<file path="src/rtl/core/acbf_pkg.sv">
// Package for the autocrop bounds finder: sizes, register indexes and
// small helper functions. No dependencies.
package acbf_pkg;

  localparam int MAX_DIM = 4096;
  localparam int DIM_W   = $clog2(MAX_DIM + 1);
  localparam int CNT_W   = $clog2(MAX_DIM);
  localparam int CFG_W   = 13;
  localparam int TRIM_W  = 13;
  localparam int PIX_W   = 24;
  localparam int CH_W    = 8;
  localparam int IDX_W   = 2;
  localparam int IN_DW   = 24;
  localparam int OUT_DW  = 56;

  localparam logic [IDX_W-1:0] REG_FRAME_WIDTH  = 2'd0;
  localparam logic [IDX_W-1:0] REG_FRAME_HEIGHT = 2'd1;
  localparam logic [IDX_W-1:0] REG_COLOR_MODE   = 2'd2;

  typedef logic [DIM_W-1:0]  dim_t;
  typedef logic [CNT_W-1:0]  cnt_t;
  typedef logic [TRIM_W-1:0] trim_t;

  // Zero is treated as one, anything above MAX_DIM as MAX_DIM.
  function automatic dim_t clamp_dim(input logic [CFG_W-1:0] v);
    dim_t r;
    if (v == '0) begin
      r = DIM_W'(1);
    end else if (32'(v) > 32'(MAX_DIM)) begin
      r = DIM_W'(MAX_DIM);
    end else begin
      r = DIM_W'(v);
    end
    return r;
  endfunction

  function automatic trim_t trim_of(input logic [31:0] a, input logic [31:0] b);
    logic [31:0] d;
    d = a - b;
    return d[TRIM_W-1:0];
  endfunction

endpackage

</file>
<file path="src/rtl/core/autocrop_bounds_finder.sv">
// Autocrop bounds finder top level: background latch, bounding box tracking
// and result register. Depends on acbf_pkg.
//
// Channel   Dir  Payload (low bit first)
// in_       in   tdata: chan_zero[7:0], chan_one[15:8], chan_two[23:16]
// out_      out  tdata: left_trim, right_trim, top_trim, bottom_trim, found_any
// cfg_      in   cfg_index selects frame_width / frame_height / color_mode
//
// One pixel per cycle while in_tready is high; the compare and min/max update sit
// between the input handshake and the state and result registers, so the result of
// a frame's last pixel appears in the cycle after its transfer.
// Reset (rst_n low, synchronous) clears counters, bounds and the result valid, and restores the config registers.
// in_tready drops only when the next pixel closes a frame and the previous
// result is still stalled on out_.
module autocrop_bounds_finder
  import acbf_pkg::*;
(
  input  logic              clk,
  input  logic              rst_n,
  input  logic              in_tvalid,
  output logic              in_tready,
  input  logic [IN_DW-1:0]  in_tdata,   // chan_zero, chan_one, chan_two
  output logic              out_tvalid,
  input  logic              out_tready,
  output logic [OUT_DW-1:0] out_tdata,  // left, right, top, bottom trims, found_any, pad
  input  logic              cfg_wr_en,
  input  logic [IDX_W-1:0]  cfg_index,
  input  logic [CFG_W-1:0]  cfg_wdata
);

  dim_t              w_r, h_r;
  logic              mode_r;
  logic [PIX_W-1:0]  bg_r;
  cnt_t              col_r, row_r;
  dim_t              lo_col_r, lo_row_r;
  cnt_t              hi_col_r, hi_row_r;
  logic              seen_r;
  logic              out_valid_r;
  logic [OUT_DW-1:0] out_data_r;

  logic              take;
  logic              start;
  logic              row_end, frame_end;
  logic [PIX_W-1:0]  pix, bg_eff, cmp_mask;
  logic              differs;
  dim_t              lo_col_nxt, lo_row_nxt;
  cnt_t              hi_col_nxt, hi_row_nxt;
  logic              seen_nxt;
  logic [OUT_DW-1:0] out_data_nxt;

  assign pix       = in_tdata[PIX_W-1:0];
  assign start     = (col_r == '0) && (row_r == '0);
  assign row_end   = (DIM_W'(col_r) + DIM_W'(1)) >= w_r;
  assign frame_end = row_end && ((DIM_W'(row_r) + DIM_W'(1)) >= h_r);
  assign in_tready = !(out_valid_r && !out_tready && frame_end);
  assign take      = in_tvalid && in_tready;

  assign bg_eff   = start ? pix : bg_r;
  assign cmp_mask = mode_r ? {PIX_W{1'b1}} : PIX_W'({CH_W{1'b1}});
  assign differs  = ((pix ^ bg_eff) & cmp_mask) != '0;

  always_comb begin
    lo_col_nxt = start ? w_r : lo_col_r;
    lo_row_nxt = start ? h_r : lo_row_r;
    hi_col_nxt = start ? '0 : hi_col_r;
    hi_row_nxt = start ? '0 : hi_row_r;
    seen_nxt   = start ? 1'b0 : seen_r;
    if (differs) begin
      if (DIM_W'(col_r) < lo_col_nxt) lo_col_nxt = DIM_W'(col_r);
      if (col_r > hi_col_nxt)         hi_col_nxt = col_r;
      if (DIM_W'(row_r) < lo_row_nxt) lo_row_nxt = DIM_W'(row_r);
      if (row_r > hi_row_nxt)         hi_row_nxt = row_r;
      seen_nxt = 1'b1;
    end
    out_data_nxt = '0;
    out_data_nxt[TRIM_W-1:0]          = trim_of(32'd0, 32'(lo_col_nxt));
    out_data_nxt[2*TRIM_W-1:TRIM_W]   = trim_of(32'(hi_col_nxt), 32'(w_r));
    out_data_nxt[3*TRIM_W-1:2*TRIM_W] = trim_of(32'd0, 32'(lo_row_nxt));
    out_data_nxt[4*TRIM_W-1:3*TRIM_W] = trim_of(32'(hi_row_nxt), 32'(h_r));
    out_data_nxt[4*TRIM_W]            = seen_nxt;
  end

  always_ff @(posedge clk) begin
    if (!rst_n) begin
      w_r    <= DIM_W'(MAX_DIM);
      h_r    <= DIM_W'(MAX_DIM);
      mode_r <= 1'b1;
    end else if (cfg_wr_en) begin
      case (cfg_index)
        REG_FRAME_WIDTH:  w_r    <= clamp_dim(cfg_wdata);
        REG_FRAME_HEIGHT: h_r    <= clamp_dim(cfg_wdata);
        REG_COLOR_MODE:   mode_r <= cfg_wdata[0];
        default: ;
      endcase
    end
  end

  always_ff @(posedge clk) begin
    if (!rst_n) begin
      bg_r     <= '0;
      col_r    <= '0;
      row_r    <= '0;
      lo_col_r <= DIM_W'(MAX_DIM);
      lo_row_r <= DIM_W'(MAX_DIM);
      hi_col_r <= '0;
      hi_row_r <= '0;
      seen_r   <= 1'b0;
    end else if (take) begin
      bg_r     <= bg_eff;
      lo_col_r <= lo_col_nxt;
      lo_row_r <= lo_row_nxt;
      hi_col_r <= hi_col_nxt;
      hi_row_r <= hi_row_nxt;
      seen_r   <= seen_nxt;
      if (frame_end) begin
        col_r <= '0;
        row_r <= '0;
      end else if (row_end) begin
        col_r <= '0;
        row_r <= row_r + CNT_W'(1);
      end else begin
        col_r <= col_r + CNT_W'(1);
      end
    end
  end

  always_ff @(posedge clk) begin
    if (!rst_n) begin
      out_valid_r <= 1'b0;
    end else if (take && frame_end) begin
      out_valid_r <= 1'b1;
    end else if (out_tready) begin
      out_valid_r <= 1'b0;
    end
  end

  always_ff @(posedge clk) begin
    if (take && frame_end) begin
      out_data_r <= out_data_nxt;
    end
  end

  assign out_tvalid = out_valid_r;
  assign out_tdata  = out_data_r;

endmodule

</file>
<file path="config.mk">
export PLATFORM = sky130hd
export DESIGN_NAME = autocrop_bounds_finder
export DESIGN_NICKNAME = d
export VERILOG_FILES = /design/src/rtl/core/acbf_pkg.sv /design/src/rtl/core/autocrop_bounds_finder.sv
export SDC_FILE = /design/constraint.sdc
export NUM_CORES = 1
export LEC_CHECK = 0
export ABC_AREA = 1
export BUFFER_PORTS_ARGS = -buffer_cell sky130_fd_sc_hd__buf_2
export CAP_MARGIN = 20
export CORE_MARGIN = 4
export CORE_UTILIZATION = 40
export CTS_BUF_LIST = sky130_fd_sc_hd__clkbuf_4 sky130_fd_sc_hd__clkbuf_8
export CTS_CLUSTER_SIZE = 8
export DETAILED_ROUTE_END_ITERATION = 6
export GPL_ROUTABILITY_DRIVEN = 0
export PLACE_DENSITY = 0.54
export REMOVE_ABC_BUFFERS = 1
export SLEW_MARGIN = 40
export SYNTH_ARGS = -nofsm -noshare
export SYNTH_HDL_FRONTEND = slang
export SYNTH_SLANG_ARGS = --single-unit
</file>
<file path="constraint.sdc">
create_clock -name clk -period 8.7 [get_ports clk]
set_clock_uncertainty 0.2 [all_clocks]
set_input_delay 2.175 -clock clk [delete_from_list [all_inputs] [get_ports clk]]
set_output_delay 2.175 -clock clk [all_outputs]
set_load 0.005 [all_outputs]
</file>
==> results of run 1 <==
## final cells by class
type / instances / area (sq um)
clock buffers: 18 / 248
clock inverters: 14 / 115
fillers: 3111 / 16500
inverters: 220 / 827
multi-input cells: 1200 / 6760
flip-flops and latches: 180 / 4130
well taps: 390 / 488
repair buffers: 112 / 612
## cell families after synthesis
group | count (synthesis) | synth area share
compound gates | 407 | 0.178
flops | 180 | 0.342
simple gates | 635 | 0.234
buf+inv | 297 | 0.0996
other cells | 1 | 0.000311
xor+xnor | 51 | 0.0370
fa+ha+maj | 104 | 0.109
## flip-flops by register name (all words and copies together), names as in the netlist, 12 cells and up
register / flops
hi_col_r: 12
h_r: 13
out_tdata: 53
col_r: 12
bg_r: 24
lo_col_r: 13
hi_row_r: 12
row_r: 12
lo_row_r: 13
w_r: 13
## power by group through the flow
stage / Combinational [uW] / Sequential (uW) / Clock, uW
6_report: 875 / 988 / 566
5_1_grt: 1020 / 994 / 623
4_1_cts: 877 / 988 / 587
3_5_place_dp: 870 / 1010 / 0
3_3_place_gp: 864 / 1010 / 0
2_1_floorplan: 679 / 994 / 0
## stage by stage
stage | util | total power [uW]
after CTS | 0.443 | 2450
after detailed placement | 0.431 | 1880
after global routing | 0.444 | 2640
after global placement | 0.431 | 1870
final | 0.444 | 2430
after floorplan | - | 1670
## worst max-delay path, delay by kind of cell, from the launching register on
family,cells,cell delay [ns]
fa+ha+maj,3,0.79
xor+xnor,1,0.08
simple gates,17,2.63
compound gates,6,0.91
buf+inv,8,1.16
flops,1,0.38
## worst paths after layout
| kind | to | slack [ns] |
|---|---|---|
| max | out_tdata[25] | 2.26 |
| min | lo_row_r[12] | 0.29 |
| max reg2reg | out_tdata[25] | 2.26 |
| min reg2reg | lo_row_r[12] | 0.29 |
## cells in the final DEF (no fill, tap or decap), types with 3 or more instances in the layout
master	instances
o21ai_0	155
nand2_2	9
inv_2	4
clkbuf_8	18
xor2_1	47
nand2_1	313
o21ai_1	14
inv_1	213
ha_1	102
nand3b_1	19
nor2_1	132
nand4_1	37
nor2_2	5
clkinv_2	3
conb_1	3
a21o_1	3
o21bai_1	3
inv_6	6
nor2_4	9
buf_2	98
xnor2_1	4
edfxtp_1	53
nand3_1	89
nor3_1	11
a211oi_1	14
a31oi_1	5
a21oi_1	193
nor4_1	3
dfxtp_1	127
o211ai_1	12
buf_4	12
## metal layers
metal / wire, um / up-vias / global-route usage
li1: - / 5690 / -
met2: 16200 / 186 / 0.353
met3: 1240 / 15 / 0.0286
met4: 259 / 0 / 0.0300
met5: 0 / - / 0
met1: 14700 / 4985 / 0.251
==> out/qor.yml, run 1 <==
outcome: "finished clean"
clkTransAtPathRegs_ns: 0.11
yosysSeqAreaShare: 0.342
layout.cells.non_filler: 2134
maxSlewHeadroom: 0.492
start_kind: "flop"
cts_buffer_depth: 2
vdd_drop_max_mv: 0.0960
ioPinCount: 102
hold_start: "lo_row_r[12]"
die_h_um: 182
seqPwrFrac: 0.407
min_path_cells: 2
place_inst: 2101
dr.pass1.iters: 5
die_w_um: 182
swShare: 0.387
grt_max_degree: 92
antenna_found_initial: 0
cpMostUsedCell: "nand2_1"
postPlaceCellArea_sq_mm: 0.0128
cts_hold_buf: 0
wirelength_um: 32400
yosys.area.top_type_share: 0.211
worst_ep_arrival_time_ns: 6.47
area_growth_pct: 9.19
core_sq_mm: 0.0297
final_cell_area_sq_mm: 0.0132
hold_viol_final: 0
tns_ns: 0
port_buffers: 98
antenna_cells: 0
drt-vias-per-instance: 5.10
pwr-share-comb: 0.360
die_area_sq_mm: 0.0330
p_sw_uw: 939
drc: 0
rsz0062_at_grt: "false"
worst_pin_slew_ns: 0.760
insertion_delay_ns: 0.48
slew_viol_final: 0
cts.sinks: 180
path_class: "reg -> reg"
rows: 63
regToRegStartpoint: "row_r[0]"
num_vias: 10900
rr_worst_depth: 35
power.internal_uw: 1490
synthTopCellsByCount: "313 x nand2_1, 216 x inv_1, 193 x a21oi_1"
start_util: 0.406
grt_pass1_vias: 10400
cp.required_ns: 8.73
synth_area_sq_mm: 0.0121
detail_route.wl_per_cell_um: 15.2
tritoncts: "done"
numCtsBuffers: 17
cp-startpoint: "row_r[0]"
finalNetCount: 1879
crit_fanout: 59
fin_ws_ns: 2.26
clkPwrFrac: 0.233
clock.fmax_mhz: 155
synth_ff_type: "dfxtp_1"
finalSetupViolations: 0
drive_gt1_frac: 0.101
synth_edf_count: 53
synth_top_area_cell: "dfxtp_1"
synth_seq_cells: 180
cp-end-kind: "flop"
clock_tree.root_cell: "clkbuf_8"
grt_pass1_wl_um: 53100
htree_levels: 4
post_cts_buffers: 0
synth.avg_cell_area_sq_um: 7.21
hold_ws_ns: 0.289
slowest_stage: "nand2_1"
period_minus_slack_ns: 6.44
cpPeakStageDelay_ns: 0.55
power_density_mw_per_mm2: 184
place_ws_ns: 1.56
synth_cells: 1675
hpwl_um: 23900
synth_cell_types: 45
leakage_uw: 0.00644
grtUsageTotal: 0.195
holdCritPathClass: "reg -> reg"
cap_violations: 0
synth.top_cells.by_area: "dfxtp_1 21%, edfxtp_1 13%, ha_1 11%"
yosysMostFrequentCell: "nand2_1"
drtIter0Drc: 632
period_share: 0.740
post_cts_resized: 0
async_flop_share: 0
antenna_left: 0
gr-total-overflow: 0
synth_warnings: 0
Power figures use the tool's default switching activity.
==> run 2: changes to the inputs <==
- PLACE_DENSITY: 0.54 -> 0.56
- clock period: 8.7 -> 5.8 ns (I/O delays scaled with it)
==> run 2 against run 1 <==
  * Routed wire length grew 1.7%
  * Power grew 57%
  * Die area is the same
  * Register-to-register slack lost 1.8 ns
  * Critical path depth shrank 18
  * Non-clock buffer count grew 21
  * Count of clock-buffer cells in the layout grew 3
  * Final cell count grew 1.0%
  * Via count grew 1.4%
  * Sequential cell count is the same
  * Sequential power grew 49%
  * Combinational power grew 53%
==> out/qor.yml, run 2 (synthesis gave the netlist of run 1 again) <==
outcome: "finished clean"
place_ws_ns: 0.335
cp.required_ns: 4.15
vdd_drop_max_mv: 0.150
period_share: 0.927
grt_pass1_wl_um: 53100
clock_tree.root_cell: "clkbuf_8"
worst_ep_arrival_time_ns: 3.73
port_buffers: 98
drtIter0Drc: 678
hold_start: "lo_row_r[12]"
reg2reg_to: "out_tdata[25]"
hpwl_um: 24500
antenna_found_initial: 1
cp-startpoint: "row_r[2]"
clock.fmax_mhz: 186
drc: 0
die_area_sq_mm: 0.0330
area_growth_pct: 11.5
r2r_slack_ns: 0.48
start_kind: "flop"
grt_max_degree: 101
crit_fanout: 8
leakage_uw: 0.00659
insertion_delay_ns: 0.48
cp-end-kind: "output port"
power_density_mw_per_mm2: 283
start_util: 0.406
cts_buffer_depth: 2
core_sq_mm: 0.0297
detail_route.wl_per_cell_um: 15.3
finalNetCount: 1900
antenna_left: 0
drive_gt1_frac: 0.115
finalSetupViolations: 0
hold_ws_ns: 0.294
rr_worst_depth: 33
wirelength_um: 33000
period_minus_slack_ns: 5.38
die_h_um: 182
rsz0062_at_grt: "false"
rows: 63
ioPinCount: 102
htree_levels: 4
cap_violations: 0
dr.max_layer_used: "met4"
largest_reg_flops: 53
clkTransAtPathRegs_ns: 0.12
path_class: "reg -> out"
cts.sinks: 180
gr-total-overflow: 0
cts_hold_buf: 0
hold_viol_final: 0
maxSlewHeadroom: 0.581
slew_viol_final: 0
final_cell_mix: "311 x nand2_1, 213 x inv_1, 193 x a21oi_1"
drt-met1-wl_um: 14900
dr.pass1.iters: 5
final_common_cell: "nand2_1"
grt_pass1_vias: 10400
drt-vias-per-instance: 5.11
regToRegStartpoint: "row_r[0]"
wl_met3_um: 1180
numCtsBuffers: 17
grtUsageTotal: 0.197
die_w_um: 182
met2_wirelength_um: 16000
num_vias: 11000
min_path_cells: 2
holdCritPathClass: "reg -> reg"
tritoncts: "done"
worst_pin_slew_ns: 0.624
fin_ws_ns: 0.423
min_to: "lo_row_r[12]"
## run 2: power by group
group | switching (uW) | internal, uW
clock | 516 | 478
sequential | 44.6 | 1430
combinational | 839 | 505
total | 1400 | 2410
## run 2: metrics by stage
step                      setup TNS [ns]  utilization  power (uW)  cell area [sq um]  instances
after global routing                   0        0.453        4110              13500       2156
after global placement                 0        0.436        2820              13000       2119
after floorplan                   -68.63            -        2510              11700       1600
after CTS                              0        0.452        3840              13400       2151
after detailed placement               0        0.437        2830              13000       2119
final                                  0        0.453        3810              13500       2156
## run 2: worst max path at each step
stage | endpoint | cells after the start | slack [ns]
after floorplan | out_tdata[0] | 20 | -0.99
after global placement | out_tdata[25] | 36 | 0.43
after detailed placement | out_tdata[25] | 34 | 0.33
after CTS | out_tdata[25] | 34 | 0.31
after global routing | out_tdata[25] | 32 | 0.05
final | in_tready | 17 | 0.42
## run 2: cell type report
type | count | area (sq um)
Fill cell | 3033 | 16300
Multi-Input combinational cell | 1200 | 6770
Timing Repair Buffer | 133 | 797
Tap cell | 390 | 488
Antenna cell | 1 | 2.50
Clock inverter | 11 | 163
Clock buffer | 21 | 283
Sequential cell | 180 | 4140
Inverter | 220 | 827
## run 2: critical path: stages (launching register included)
cell      delay [ns]
dfxtp_1         0.59
inv_1           0.13
nor3_1          0.25
nand3_1         0.15
nor2_1          0.16
nand3_1         0.15
nor3_1          0.21
xor2_1          0.22
inv_1           0.06
ha_1            0.29
nand2_1         0.07
nor2_1          0.17
o211ai_1        0.13
nand3_1         0.25
nand2_1         0.15
inv_1           0.09
nand2_1         0.07
buf_2           0.13
## run 2: metal layers
metal	track usage	vias to the layer above
met4	0.0624	0
li1	-	5746
met2	0.344	218
met3	0.0302	45
met1	0.249	5017
met5	0	-
## run 2: repair_timing
item	4_1_cts	5_1_grt
resized for setup	0	6
buffers inserted	0	4
endpoints found under the hold margin	0	0
setup endpoints to repair	0	14
==> run 3: changes to the inputs <==
==> constraint.sdc (replaced) <==
create_clock -name clk -period 5.8 [get_ports clk]
set_clock_uncertainty 0.2 [all_clocks]
set_input_delay 1.45 -clock clk [delete_from_list [all_inputs] [get_ports clk]]
set_output_delay 1.45 -clock clk [all_outputs]
set_load 0.1 [all_outputs]
==> run 3 against run 2 <==
  * Critical path depth is the same
  * Cell area shrank 0.24%
  * Largest cell class unchanged
  * Combinational power is essentially flat
  * Die area is the same
  * Clock power shrank 13%
  * Register-to-register slack lost 0.03 ns
==> out/qor.yml, run 3 (synthesis gave the netlist of run 1 again) <==
detail_route.wl_per_cell_um: 15.4
holdCritPathClass: "reg -> reg"
start_util: 0.406
numCtsBuffers: 17
place_inst: 2118
cp.required_ns: 4.15
hold_viol_final: 0
outcome: "finished clean"
grtUsageTotal: 0.198
maxSlewHeadroom: 0.605
critPathBufInv: 3
final_cell_mix: "312 x nand2_1, 212 x inv_1, 193 x a21oi_1"
antenna_left: 0
num_vias: 11100
nFillCells: 3078
final_common_cell: "nand2_1"
largest_reg_flops: 53
regToRegStartpoint: "row_r[0]"
die_area_sq_mm: 0.0330
cp_top_family: "simple AND/OR/NAND/NOR gates"
drtIter0Drc: 696
worst_pin_slew_ns: 0.591
clock.fmax_mhz: 181
ioPinCount: 102
hold_start: "lo_row_r[12]"
final_cell_area_sq_mm: 0.0134
multiInputGateArea_sq_mm: 0.00680
reg2reg_to: "out_tdata[51]"
cp.depth: 17
cp-startpoint: "row_r[1]"
rr_worst_depth: 32
htree_levels: 4
tritoncts: "done"
clock_tree.root_cell: "clkbuf_8"
leakage_uw: 0.00657
crit_fanout: 7
period_minus_slack_ns: 5.52
gr-total-overflow: 0
cts_buffer_depth: 2
die_h_um: 182
grt_pass1_wl_um: 53400
cp-endpoint: "in_tready"
layout.cells.non_filler: 2159
insertion_delay_ns: 0.48
worstPathCellList: "buf_4 -> ha_1 -> nand3_1 -> nor3_1 -> nand2_1 -> nor2_1 -> nand3_1 -> xor2_1 -> ha_1 -> a21oi_1 -> o21ai_0 -> a21oi_1 -> nand3_1 -> nand2_1 -> inv_1 -> nand2_1 -> clkbuf_4"
start_kind: "flop"
core_sq_mm: 0.0297
grt_max_degree: 101
worst_ep_arrival_time_ns: 3.87
port_buffers: 98
dr.pass1.iters: 5
rsz0062_at_grt: "false"
drc: 0
grt_pass1_vias: 10400
postPlaceCellArea_sq_mm: 0.0130
cap_violations: 0
finalSetupViolations: 0
path_class: "reg -> out"
cpPeakStageDelay_ns: 0.34
slew_viol_final: 0
regArea_sq_mm: 0.00414
r2r_slack_ns: 0.45
drt-vias-per-instance: 5.15
wirelength_um: 33200
hpwl_um: 24500
vdd_drop_max_mv: 0.149
cp-end-kind: "output port"
slowest_stage: "dfxtp_1"
die_w_um: 182
hold_ws_ns: 0.289
area_growth_pct: 11.2
rows: 63
power_density_mw_per_mm2: 276
clkTransAtPathRegs_ns: 0.10
finalNetCount: 1903
antenna_found_initial: 1
cts_hold_buf: 0
cts.sinks: 180
drive_gt1_frac: 0.119
period_share: 0.951
## run 3: cell types whose count changed in the layout (fill, tap and decap cells not counted), sizes merged
cell      change
buf           +1
bufinv        -2
clkbuf        +1
clkinvlp      +1
inv           +1
nand3         +1
## run 3: per-layer routing
layer  GRT usage  share of wire  up-vias
li1            -              -     5749
met1       0.249           0.45     5139
met5           0              0        -
met3      0.0260          0.033       31
met4      0.0426          0.019        0
met2       0.361           0.50      209
## run 3: worst min path at each step
stage          cells past startpoint            to
3_5_place_dp                       2  lo_row_r[12]
6_report                           2  lo_row_r[12]
2_1_floorplan                      2  lo_row_r[12]
5_1_grt                            2  lo_col_r[12]
4_1_cts                            2  lo_row_r[12]
3_3_place_gp                       2  lo_row_r[12]
## run 3: worst register-to-register path, delay by kind of cell (launching register included)
family / cells / cell delay [ns]
compound gates: 10 / 1.66
xor+xnor: 1 / 0.08
flops: 1 / 0.36
fa+ha+maj: 3 / 0.74
buf+inv: 9 / 1.08
simple gates: 9 / 1.00
## run 3: repair_timing
item / in CTS / in global routing
resized for setup: 0 / 12
setup endpoints to repair: 0 / 17
setup buffers: 0 / 7
## run 3: power by group
group	switching (uW)	total (uW)	internal (uW)
combinational	859	1370	511
sequential	46.2	1470	1430
clock	495	864	368
## run 3: layout make-up
class / instances / area share
multi-input combinational: 1201 / 0.506
sequential: 180 / 0.308
inverter: 220 / 0.0616
timing repair buffer: 135 / 0.0606
tap: 390 / 0.0363
clock buffer: 21 / 0.0201
clock inverter: 11 / 0.00727
antenna: 1 / 0.000186
## run 3: through the flow
stage	power [uW]	setup WS, ns	utilization	setup TNS (ns)
finish	3710	0.284	0.452	0
global route	4010	0.0217	0.452	0
floorplan	2520	-1.89	-	-182.28
detailed placement	2850	0.345	0.436	0
global placement	2830	0.433	0.436	0
CTS	3730	0.134	0.449	0
